$ cat src/hdl/lmb_pkg.sv
// Shared types and constants for the level meter ballistics block.
`default_nettype none
package lmb_pkg;

  localparam int unsigned LevelW = 16;
  localparam int unsigned WeightW = 16;
  localparam int unsigned TickW = 8;
  localparam int unsigned CfgIdxW = 3;
  localparam int unsigned CfgDataW = 16;

  // Configuration register indexes.
  localparam logic [CfgIdxW-1:0] CFG_PEAK_RELEASE = 3'd0;
  localparam logic [CfgIdxW-1:0] CFG_HOLD_RELEASE = 3'd1;
  localparam logic [CfgIdxW-1:0] CFG_HOLD_TICKS   = 3'd2;
  localparam logic [CfgIdxW-1:0] CFG_CLIP_TICKS   = 3'd3;
  localparam logic [CfgIdxW-1:0] CFG_CLIP_THRESH  = 3'd4;

  // Levels are signed Q7.8 dB.
  localparam logic signed [LevelW-1:0] DB_FLOOR    = -16'sd15360;
  localparam logic signed [LevelW-1:0] DB_CEIL     = 16'sd1536;
  localparam logic signed [LevelW-1:0] DB_KNEE_LOW = -16'sd4608;

  localparam logic [WeightW-1:0] RST_PEAK_RELEASE = 16'd7864;
  localparam logic [WeightW-1:0] RST_HOLD_RELEASE = 16'd3277;
  localparam logic [TickW-1:0]   RST_HOLD_TICKS   = 8'd40;
  localparam logic [TickW-1:0]   RST_CLIP_TICKS   = 8'd60;
  localparam logic signed [LevelW-1:0] RST_CLIP_THRESH = 16'sd0;

  // Division by a segment constant is a multiply by ceil(2^26/k) and a shift.
  localparam int unsigned BarNumW = 20;
  localparam int unsigned RecipW = 23;
  localparam int unsigned DivShift = 26;
  localparam logic [RecipW-1:0] RECIP_15 = 23'd4473925;
  localparam logic [RecipW-1:0] RECIP_45 = 23'd1491309;
  localparam logic [RecipW-1:0] RECIP_21 = 23'd3195661;

  // Datapath commands issued by the controller.
  typedef struct packed {
    logic in_load;
    logic mul_en;
    logic mul_hold;
    logic peak_upd;
    logic hold_upd;
    logic bar_num;
    logic bar_div;
    logic out_load;
  } cmd_t;

endpackage
`default_nettype wire

$ cat src/hdl/level_meter_ballistics_top.sv
// Top level of the level meter ballistics block.
//
// Peak meter with ballistic release, peak hold and clip indicator.
// The input channel (in_valid_i, in_stall_o, peak_level_i) takes one meter
// tick carrying a signed Q7.8 dB level. The output channel (out_valid_o,
// out_stall_i and the five result ports) gives one result item per tick.
// An item is taken while its valid is high and its stall is low.
// The sequencer steps each item through its states in turn: the shared
// blend multiplier is used twice, and the bar mapping needs numerator,
// reciprocal multiply and offset steps. The input stalls until the
// result of the current item is loaded into the output register.
// A finished result waits in the output register while the receiver
// stalls; a following item is accepted and processed meanwhile, but the
// block holds it in its last step until the waiting result is taken.
// Reset restores the configuration defaults, sets both levels to -60 dB
// and clears the hold and clip counters and the clip flag.
// Configuration is written through cfg_we_i, cfg_idx_i and cfg_data_i;
// the user must write it only while the block is idle, which the block
// does not enforce itself; writes to unknown indexes are ignored.
`default_nettype none
module level_meter_ballistics_top (
  input  wire logic                                  clk_i,
  input  wire logic                                  rst_ni,
  input  wire logic                                  in_valid_i,
  output logic                                       in_stall_o,
  input  wire logic signed [lmb_pkg::LevelW-1:0]     peak_level_i,
  output logic                                       out_valid_o,
  input  wire logic                                  out_stall_i,
  output logic signed [lmb_pkg::LevelW-1:0]          smoothed_peak_o,
  output logic signed [lmb_pkg::LevelW-1:0]          held_peak_o,
  output logic                                       clip_led_o,
  output logic [15:0]                                peak_bar_o,
  output logic [15:0]                                hold_bar_o,
  input  wire logic                                  cfg_we_i,
  input  wire logic [lmb_pkg::CfgIdxW-1:0]           cfg_idx_i,
  input  wire logic [lmb_pkg::CfgDataW-1:0]          cfg_data_i
);

  lmb_pkg::cmd_t cmd;

  lmb_ctrl u_ctrl (
    .clk_i       (clk_i),
    .rst_ni      (rst_ni),
    .in_valid_i  (in_valid_i),
    .in_stall_o  (in_stall_o),
    .out_valid_o (out_valid_o),
    .out_stall_i (out_stall_i),
    .cmd_o       (cmd)
  );

  lmb_dp u_dp (
    .clk_i           (clk_i),
    .rst_ni          (rst_ni),
    .cmd_i           (cmd),
    .cfg_we_i        (cfg_we_i),
    .cfg_idx_i       (cfg_idx_i),
    .cfg_data_i      (cfg_data_i),
    .peak_level_i    (peak_level_i),
    .smoothed_peak_o (smoothed_peak_o),
    .held_peak_o     (held_peak_o),
    .clip_led_o      (clip_led_o),
    .peak_bar_o      (peak_bar_o),
    .hold_bar_o      (hold_bar_o)
  );

endmodule
`default_nettype wire

$ cat src/hdl/lmb_bar.sv
// Bar height mapper lane: segment numerator, reciprocal multiply and final offset.
`default_nettype none
module lmb_bar (
  input  wire logic                                clk_i,
  input  wire logic signed [lmb_pkg::LevelW-1:0]   level_i,
  input  wire logic                                num_en_i,
  input  wire logic                                div_en_i,
  output logic [15:0]                              bar_o
);

  typedef enum logic [2:0] {
    SEG_ZERO  = 3'd0,
    SEG_FULL  = 3'd1,
    SEG_UPPER = 3'd2,
    SEG_MID   = 3'd3,
    SEG_LOW   = 3'd4
  } seg_e;

  localparam int unsigned ProdW = lmb_pkg::BarNumW + lmb_pkg::RecipW;

  seg_e                          seg_d, seg_q, seg2_q;
  logic [lmb_pkg::BarNumW-1:0]   num_d, num_q;
  logic [ProdW-1:0]              prod_d, prod_q;
  logic [lmb_pkg::RecipW-1:0]    recip;
  logic signed [20:0]            lvl_x;
  logic signed [20:0]            n_upper, n_mid, n_low;
  logic [15:0]                   quot;

  assign lvl_x   = 21'(level_i);
  assign n_upper = 21'sd835591 + lvl_x * 21'sd96;
  assign n_mid   = (lvl_x + 21'sd4608) * 21'sd224 + 21'sd22;
  assign n_low   = (lvl_x + 21'sd15360) * 21'sd64 + 21'sd10;

  always_comb begin
    if (level_i <= lmb_pkg::DB_FLOOR) begin
      seg_d = SEG_ZERO;
      num_d = '0;
    end else if (level_i >= lmb_pkg::DB_CEIL) begin
      seg_d = SEG_FULL;
      num_d = '0;
    end else if (level_i >= 16'sd0) begin
      seg_d = SEG_UPPER;
      num_d = n_upper[lmb_pkg::BarNumW-1:0];
    end else if (level_i >= lmb_pkg::DB_KNEE_LOW) begin
      seg_d = SEG_MID;
      num_d = n_mid[lmb_pkg::BarNumW-1:0];
    end else begin
      seg_d = SEG_LOW;
      num_d = n_low[lmb_pkg::BarNumW-1:0];
    end
  end

  always_ff @(posedge clk_i) begin
    if (num_en_i) begin
      seg_q <= seg_d;
      num_q <= num_d;
    end
  end

  always_comb begin
    case (seg_q)
      SEG_UPPER: recip = lmb_pkg::RECIP_15;
      SEG_MID:   recip = lmb_pkg::RECIP_45;
      SEG_LOW:   recip = lmb_pkg::RECIP_21;
      default:   recip = '0;
    endcase
  end

  assign prod_d = ProdW'(num_q) * ProdW'(recip);

  always_ff @(posedge clk_i) begin
    if (div_en_i) begin
      prod_q <= prod_d;
      seg2_q <= seg_q;
    end
  end

  assign quot = prod_q[lmb_pkg::DivShift+15:lmb_pkg::DivShift];

  always_comb begin
    case (seg2_q)
      SEG_ZERO: bar_o = 16'd0;
      SEG_FULL: bar_o = 16'hFFFF;
      SEG_MID:  bar_o = 16'd32768 + quot;
      default:  bar_o = quot;
    endcase
  end

endmodule
`default_nettype wire

$ cat src/hdl/lmb_dp.sv
// Datapath: configuration registers, meter state, shared blend multiplier and result register.
`default_nettype none
module lmb_dp (
  input  wire logic                                  clk_i,
  input  wire logic                                  rst_ni,
  input  wire lmb_pkg::cmd_t                         cmd_i,
  input  wire logic                                  cfg_we_i,
  input  wire logic [lmb_pkg::CfgIdxW-1:0]           cfg_idx_i,
  input  wire logic [lmb_pkg::CfgDataW-1:0]          cfg_data_i,
  input  wire logic signed [lmb_pkg::LevelW-1:0]     peak_level_i,
  output logic signed [lmb_pkg::LevelW-1:0]          smoothed_peak_o,
  output logic signed [lmb_pkg::LevelW-1:0]          held_peak_o,
  output logic                                       clip_led_o,
  output logic [15:0]                                peak_bar_o,
  output logic [15:0]                                hold_bar_o
);

  logic [lmb_pkg::WeightW-1:0]        peak_w_q, hold_w_q;
  logic [lmb_pkg::TickW-1:0]          hold_ticks_q, clip_ticks_q;
  logic signed [lmb_pkg::LevelW-1:0]  clip_thr_q;

  logic signed [lmb_pkg::LevelW-1:0]  lvl_q;
  logic signed [lmb_pkg::LevelW-1:0]  peak_q, hold_q;
  logic [lmb_pkg::TickW-1:0]          hold_cnt_q, clip_cnt_q;
  logic                               clip_flag_q;
  logic [lmb_pkg::TickW-1:0]          hold_dec, clip_dec;

  logic signed [16:0]                 diff;
  logic signed [16:0]                 wt;
  logic signed [33:0]                 prod_d, prod_q, biased;
  logic signed [lmb_pkg::LevelW-1:0]  rnd;
  logic [15:0]                        peak_bar, hold_bar;

  always_ff @(posedge clk_i or negedge rst_ni) begin
    if (!rst_ni) begin
      peak_w_q     <= lmb_pkg::RST_PEAK_RELEASE;
      hold_w_q     <= lmb_pkg::RST_HOLD_RELEASE;
      hold_ticks_q <= lmb_pkg::RST_HOLD_TICKS;
      clip_ticks_q <= lmb_pkg::RST_CLIP_TICKS;
      clip_thr_q   <= lmb_pkg::RST_CLIP_THRESH;
    end else if (cfg_we_i) begin
      case (cfg_idx_i)
        lmb_pkg::CFG_PEAK_RELEASE: peak_w_q <= cfg_data_i;
        lmb_pkg::CFG_HOLD_RELEASE: hold_w_q <= cfg_data_i;
        lmb_pkg::CFG_HOLD_TICKS:   hold_ticks_q <= cfg_data_i[lmb_pkg::TickW-1:0];
        lmb_pkg::CFG_CLIP_TICKS:   clip_ticks_q <= cfg_data_i[lmb_pkg::TickW-1:0];
        lmb_pkg::CFG_CLIP_THRESH:  clip_thr_q <= $signed(cfg_data_i);
        default: ;
      endcase
    end
  end

  always_ff @(posedge clk_i) begin
    if (cmd_i.in_load) begin
      lvl_q <= peak_level_i;
    end
  end

  // The blend a*(1-w) + b*w is formed as a + (b - a)*w, so one multiplier serves both levels.
  always_comb begin
    if (cmd_i.mul_hold) begin
      diff = 17'(peak_q) - 17'(hold_q);
      wt   = {1'b0, hold_w_q};
    end else begin
      diff = 17'(lvl_q) - 17'(peak_q);
      wt   = {1'b0, peak_w_q};
    end
  end

  assign prod_d = 34'(diff) * 34'(wt);

  always_ff @(posedge clk_i) begin
    if (cmd_i.mul_en) begin
      prod_q <= prod_d;
    end
  end

  assign biased   = prod_q + 34'sd32768;
  assign rnd      = biased[31:16];
  assign hold_dec = (hold_cnt_q == '0) ? '0 : hold_cnt_q - 1'b1;
  assign clip_dec = (clip_cnt_q == '0) ? '0 : clip_cnt_q - 1'b1;

  always_ff @(posedge clk_i or negedge rst_ni) begin
    if (!rst_ni) begin
      peak_q      <= lmb_pkg::DB_FLOOR;
      hold_q      <= lmb_pkg::DB_FLOOR;
      hold_cnt_q  <= '0;
      clip_cnt_q  <= '0;
      clip_flag_q <= 1'b0;
    end else begin
      if (cmd_i.peak_upd) begin
        if (lvl_q > peak_q) begin
          peak_q <= lvl_q;
        end else begin
          peak_q <= peak_q + rnd;
        end
        if (lvl_q >= clip_thr_q) begin
          clip_flag_q <= 1'b1;
          clip_cnt_q  <= clip_ticks_q;
        end else begin
          clip_cnt_q <= clip_dec;
          if (clip_dec == '0) begin
            clip_flag_q <= 1'b0;
          end
        end
      end
      if (cmd_i.hold_upd) begin
        if (lvl_q > hold_q) begin
          hold_q     <= lvl_q;
          hold_cnt_q <= hold_ticks_q;
        end else begin
          hold_cnt_q <= hold_dec;
          if (hold_dec == '0) begin
            hold_q <= hold_q + rnd;
          end
        end
      end
    end
  end

  lmb_bar u_peak_bar (
    .clk_i    (clk_i),
    .level_i  (peak_q),
    .num_en_i (cmd_i.bar_num),
    .div_en_i (cmd_i.bar_div),
    .bar_o    (peak_bar)
  );

  lmb_bar u_hold_bar (
    .clk_i    (clk_i),
    .level_i  (hold_q),
    .num_en_i (cmd_i.bar_num),
    .div_en_i (cmd_i.bar_div),
    .bar_o    (hold_bar)
  );

  always_ff @(posedge clk_i) begin
    if (cmd_i.out_load) begin
      smoothed_peak_o <= peak_q;
      held_peak_o     <= hold_q;
      clip_led_o      <= clip_flag_q;
      peak_bar_o      <= peak_bar;
      hold_bar_o      <= hold_bar;
    end
  end

endmodule
`default_nettype wire

$ cat src/hdl/lmb_ctrl.sv
// Controller: sequences one item through the datapath and owns both handshakes.
`default_nettype none
module lmb_ctrl (
  input  wire logic   clk_i,
  input  wire logic   rst_ni,
  input  wire logic   in_valid_i,
  output logic        in_stall_o,
  output logic        out_valid_o,
  input  wire logic   out_stall_i,
  output lmb_pkg::cmd_t cmd_o
);

  typedef enum logic [7:0] {
    ST_IDLE     = 8'b0000_0001,
    ST_PEAK_MUL = 8'b0000_0010,
    ST_PEAK_UPD = 8'b0000_0100,
    ST_HOLD_MUL = 8'b0000_1000,
    ST_HOLD_UPD = 8'b0001_0000,
    ST_BAR_NUM  = 8'b0010_0000,
    ST_BAR_DIV  = 8'b0100_0000,
    ST_BAR_FIN  = 8'b1000_0000
  } state_e;

  state_e state_d, state_q;
  logic   out_valid_d, out_valid_q;
  logic   out_free;

  // The result register is free when empty or being taken in this cycle.
  assign out_free = !out_valid_q || !out_stall_i;

  always_comb begin
    cmd_o   = '0;
    state_d = state_q;
    case (state_q)
      ST_IDLE: begin
        if (in_valid_i) begin
          cmd_o.in_load = 1'b1;
          state_d       = ST_PEAK_MUL;
        end
      end
      ST_PEAK_MUL: begin
        cmd_o.mul_en = 1'b1;
        state_d      = ST_PEAK_UPD;
      end
      ST_PEAK_UPD: begin
        cmd_o.peak_upd = 1'b1;
        state_d        = ST_HOLD_MUL;
      end
      ST_HOLD_MUL: begin
        cmd_o.mul_en   = 1'b1;
        cmd_o.mul_hold = 1'b1;
        state_d        = ST_HOLD_UPD;
      end
      ST_HOLD_UPD: begin
        cmd_o.mul_hold = 1'b1;
        cmd_o.hold_upd = 1'b1;
        state_d        = ST_BAR_NUM;
      end
      ST_BAR_NUM: begin
        cmd_o.bar_num = 1'b1;
        state_d       = ST_BAR_DIV;
      end
      ST_BAR_DIV: begin
        cmd_o.bar_div = 1'b1;
        state_d       = ST_BAR_FIN;
      end
      ST_BAR_FIN: begin
        if (out_free) begin
          cmd_o.out_load = 1'b1;
          state_d        = ST_IDLE;
        end
      end
      default: state_d = ST_IDLE;
    endcase
  end

  assign out_valid_d = cmd_o.out_load || (out_valid_q && out_stall_i);

  always_ff @(posedge clk_i or negedge rst_ni) begin
    if (!rst_ni) begin
      state_q     <= ST_IDLE;
      out_valid_q <= 1'b0;
    end else begin
      state_q     <= state_d;
      out_valid_q <= out_valid_d;
    end
  end

  assign in_stall_o  = (state_q != ST_IDLE);
  assign out_valid_o = out_valid_q;

`ifndef SYNTHESIS
  a_accept_starts: assert property (@(posedge clk_i) disable iff (!rst_ni)
    in_valid_i && !in_stall_o |=> state_q == ST_PEAK_MUL)
    else $error("accepted item did not start the sequence");

  a_no_overwrite: assert property (@(posedge clk_i) disable iff (!rst_ni)
    cmd_o.out_load |-> !(out_valid_q && out_stall_i))
    else $error("result register overwritten while stalled");

  a_valid_from_fin: assert property (@(posedge clk_i) disable iff (!rst_ni)
    $rose(out_valid_o) |-> $past(state_q == ST_BAR_FIN))
    else $error("result shown without finishing an item");
`endif

endmodule
`default_nettype wire

$ cat config.mk
export PLATFORM = sky130hd
export DESIGN_NAME = level_meter_ballistics_top
export DESIGN_NICKNAME = d
export VERILOG_FILES = /design/src/hdl/lmb_pkg.sv /design/src/hdl/level_meter_ballistics_top.sv /design/src/hdl/lmb_bar.sv /design/src/hdl/lmb_dp.sv /design/src/hdl/lmb_ctrl.sv
export SDC_FILE = /design/constraint.sdc
export NUM_CORES = 2
export LEC_CHECK = 0
export ABC_CLOCK_PERIOD_IN_PS = 10100
export BUFFER_PORTS_ARGS = -buffer_cell sky130_fd_sc_hd__buf_4
export CORE_MARGIN = 5
export CORE_UTILIZATION = 35
export CTS_BUF_LIST = sky130_fd_sc_hd__clkbuf_8
export DETAILED_ROUTE_END_ITERATION = 10
export MAX_ROUTING_LAYER = met4
export PLACE_DENSITY = 0.48
export SLEW_MARGIN = 20
export SYNTH_ARGS = -nofsm -noshare
export SYNTH_HDL_FRONTEND = slang
export SYNTH_SLANG_ARGS = --single-unit
$ cat constraint.sdc
create_clock -name clk_i -period 10.1 [get_ports clk_i]
set_input_delay 2.02 -clock clk_i [delete_from_list [all_inputs] [get_ports clk_i]]
set_output_delay 2.02 -clock clk_i [all_outputs]
set_load 0.02 [all_outputs]
==> summary.txt <==
Status: completed
CTS Buf Count: 55
Unrepaired setup endpoints after global routing: false
DR iter-0 viols: 1780
Setup Skew: 0.0719 ns
Final ANT Viol Nets: 0
Rows: 134
Input/output buffers: 106
Kind of critical path: reg2reg
Ys flop type: edfxtp_1
Placed wire-length estimate: 114 mm
ANT cells: 0
Hold buffers post-CTS: 0
Dpl cells: 6847
Synth top area cells: fa_1 (27%), ha_1 (19%), edfxtp_1 (11%), inv_1 (9.5%), dfrtp_1 (5.0%)
Top Ports: 107
Post-CTS Setup Inserts: 0
Register area share after synthesis: 17.9%
Vias in the first global route: 34912
WL final: 133 mm
First-pass DRT Iterations: 5
Startpoint types: flop
PostCTS Resize Cnt: 0
CP max FO: 10
Yosys warns: 0
Crit path top cell by count: fa_1
Largest regs: u_dp.u_hold_bar.num_q: 20 flops, u_dp.u_peak_bar.num_q: 20 flops, u_dp.prod_q: 17 flops
Root Buffer: clkbuf_8
Final period util: 90.3%
CTS Buffer Depth: 3
Slew Viols, Final: 0
CTS tree: done
Final Net Count: 6534
Total global-route track usage: 19.5%
Worst hold stages: 0
Mapped Cells: 4998
DR DRC count: 0
Height of the die: 377 µm
Post-synthesis cell type count: 85
Antenna violations before repair: 0
Worst Tran Pin Value: 1.11 ns
Share of layout cells above drive strength 1: 7.95%
Die W: 377 µm
Total grt overflow: 0
Final hold vios: 0
CTS H-tree depth: 2
Nature of the critical path endpoint: flop
Count of final setup violators: 0
CTS clk-pin slew, worst paths: 0.06 ns
Worst skew pair latency: 0.73 ns
Post-synth EDFFs: 178
Core Footprint: 0.134 mm²
CP max stage cell: mux2i_1
GP Congestion: 0.909
Cell type with the largest total area after synthesis: fa_1
P&R area growth vs syn: 9.26%
CTS sink count: 300
Min Tclk post-route: 9.13 ns
Via count: 33535
FMAX: 110 MHz
Die area: 0.142 mm²
Slowest cell delay on critical path: 0.76 ns
Rel. slew slack: 23.8%
Setup total negative slack: 0 ns
Syn avg cell area: 9.43 µm²
First-pass GRT wire length: 208 mm
Reg2Reg Depth: 31
Vias/cell: 4.83
Util after Layout: 38.5%
Mapped Area: 0.0471 mm²
Synthesized flop and latch total: 300
Largest net degree at the start of global routing: 66
Finished Layout Cells: 6949
Asr flop ratio synth: 40.7%
Worst path required time: 10.54 ns
Crit path arrival time: 9.56 ns
Max_cap viols: 0
Area share of the largest cell type after synthesis: 27.1%
Worst Hold Class: reg2reg
Starting Density: 35.3%
Wirelength per Cell: 19.2 µm
-- per-stage QoR --
step           setup WS (ns)  cell area, µm²  hold WS, ns
2_1_floorplan           1.92           47200        0.425
3_3_place_gp           0.943           50400        0.472
3_5_place_dp           0.783           50400        0.473
4_1_cts                0.754           51500        0.492
5_1_grt                0.339           51500        0.504
6_report               0.975           51500        0.487
-- synth_stat cells, types with 55 or more instances --
cell type and number:
nand2b_1 55, edfxtp_1 178, a21o_1 57, o21ai_0 167
clkbuf_1 82, nor2_1 278, dfrtp_1 94, fa_1 638
xnor2_1 143, xor2_1 61, ha_1 720, inv_1 1195
nor3_1 55, nand2_1 430, a21oi_1 152
-- critical path: cells and delay by family, from the launching register on --
family / cells / cell delay (ns)
AOI/OAI and AO/OA: 14 / 3.05
adders and majority gates: 8 / 3.68
muxes: 1 / 0.76
buffers and inverters: 5 / 0.39
and+or+nand+nor: 2 / 0.29
xor gates and xnor gates: 1 / 0.08
DFF: 1 / 0.59
-- kinds of logic (layout without fill, tap and decap cells) --
kind of cell    Yosys count  after routing  share of synthesized area, %
other cells               2              8                        0.0159
simple gates           1133           1133                          11.2
fa+ha+maj              1358           1358                          46.2
buf+inv                1294           1471                          10.3
mux                      89             89                          2.02
flops                   300            300                          17.9
compound gates          618            618                          8.58
xor+xnor                204            204                          3.79
-- cell usage in the layout (no fill, tap or decap), drive strengths merged, types with 94 or more instances in the layout --
cell type | Yosys | layout
xnor2 | 143 | 143
edfxtp | 178 | 178
ha | 720 | 720
buf | 16 | 173
nor2 | 278 | 278
nand2 | 430 | 430
o21ai | 171 | 171
a21oi | 155 | 155
fa | 638 | 638
dfrtp | 94 | 94
inv | 1196 | 1209
-- path summary, 6_finish.rpt --
kind,startpoint,endpoint,slack [ns]
worst min register to register,u_dp.clip_flag_q,u_dp.clip_led_o,0.49
worst max register to register,u_dp.peak_q[1],u_dp.prod_q[31],0.97
worst min-delay path,u_dp.clip_flag_q,u_dp.clip_led_o,0.49
min in group asynchronous,rst_ni,u_dp.clip_cnt_q[3],1.39
max in group asynchronous,rst_ni,u_dp.peak_q[1],7.28
worst max-delay path,u_dp.peak_q[1],u_dp.prod_q[31],0.97
-- metal layers --
layer	share of wire [%]	vias up	GRT usage, %
met5	0	-	-
met4	1.3	0	2.73
met3	3.8	99	2.01
met2	48	592	32.6
met1	47	16627	26.3
li1	-	16217	-
-- area by class of cell --
type / instances / area (µm²)
clock inverter: 41 / 293
inverter: 1196 / 4490
fill: 13590 / 82100
timing repair buffer: 173 / 1300
sequential: 300 / 8430
clock buffer: 61 / 840
multi-input combinational: 3410 / 33900
tap: 1768 / 2210
Power is left out: the tool's default activity adds up to more than one toggle a clock period on the data nets, which glitch-free logic cannot reach.
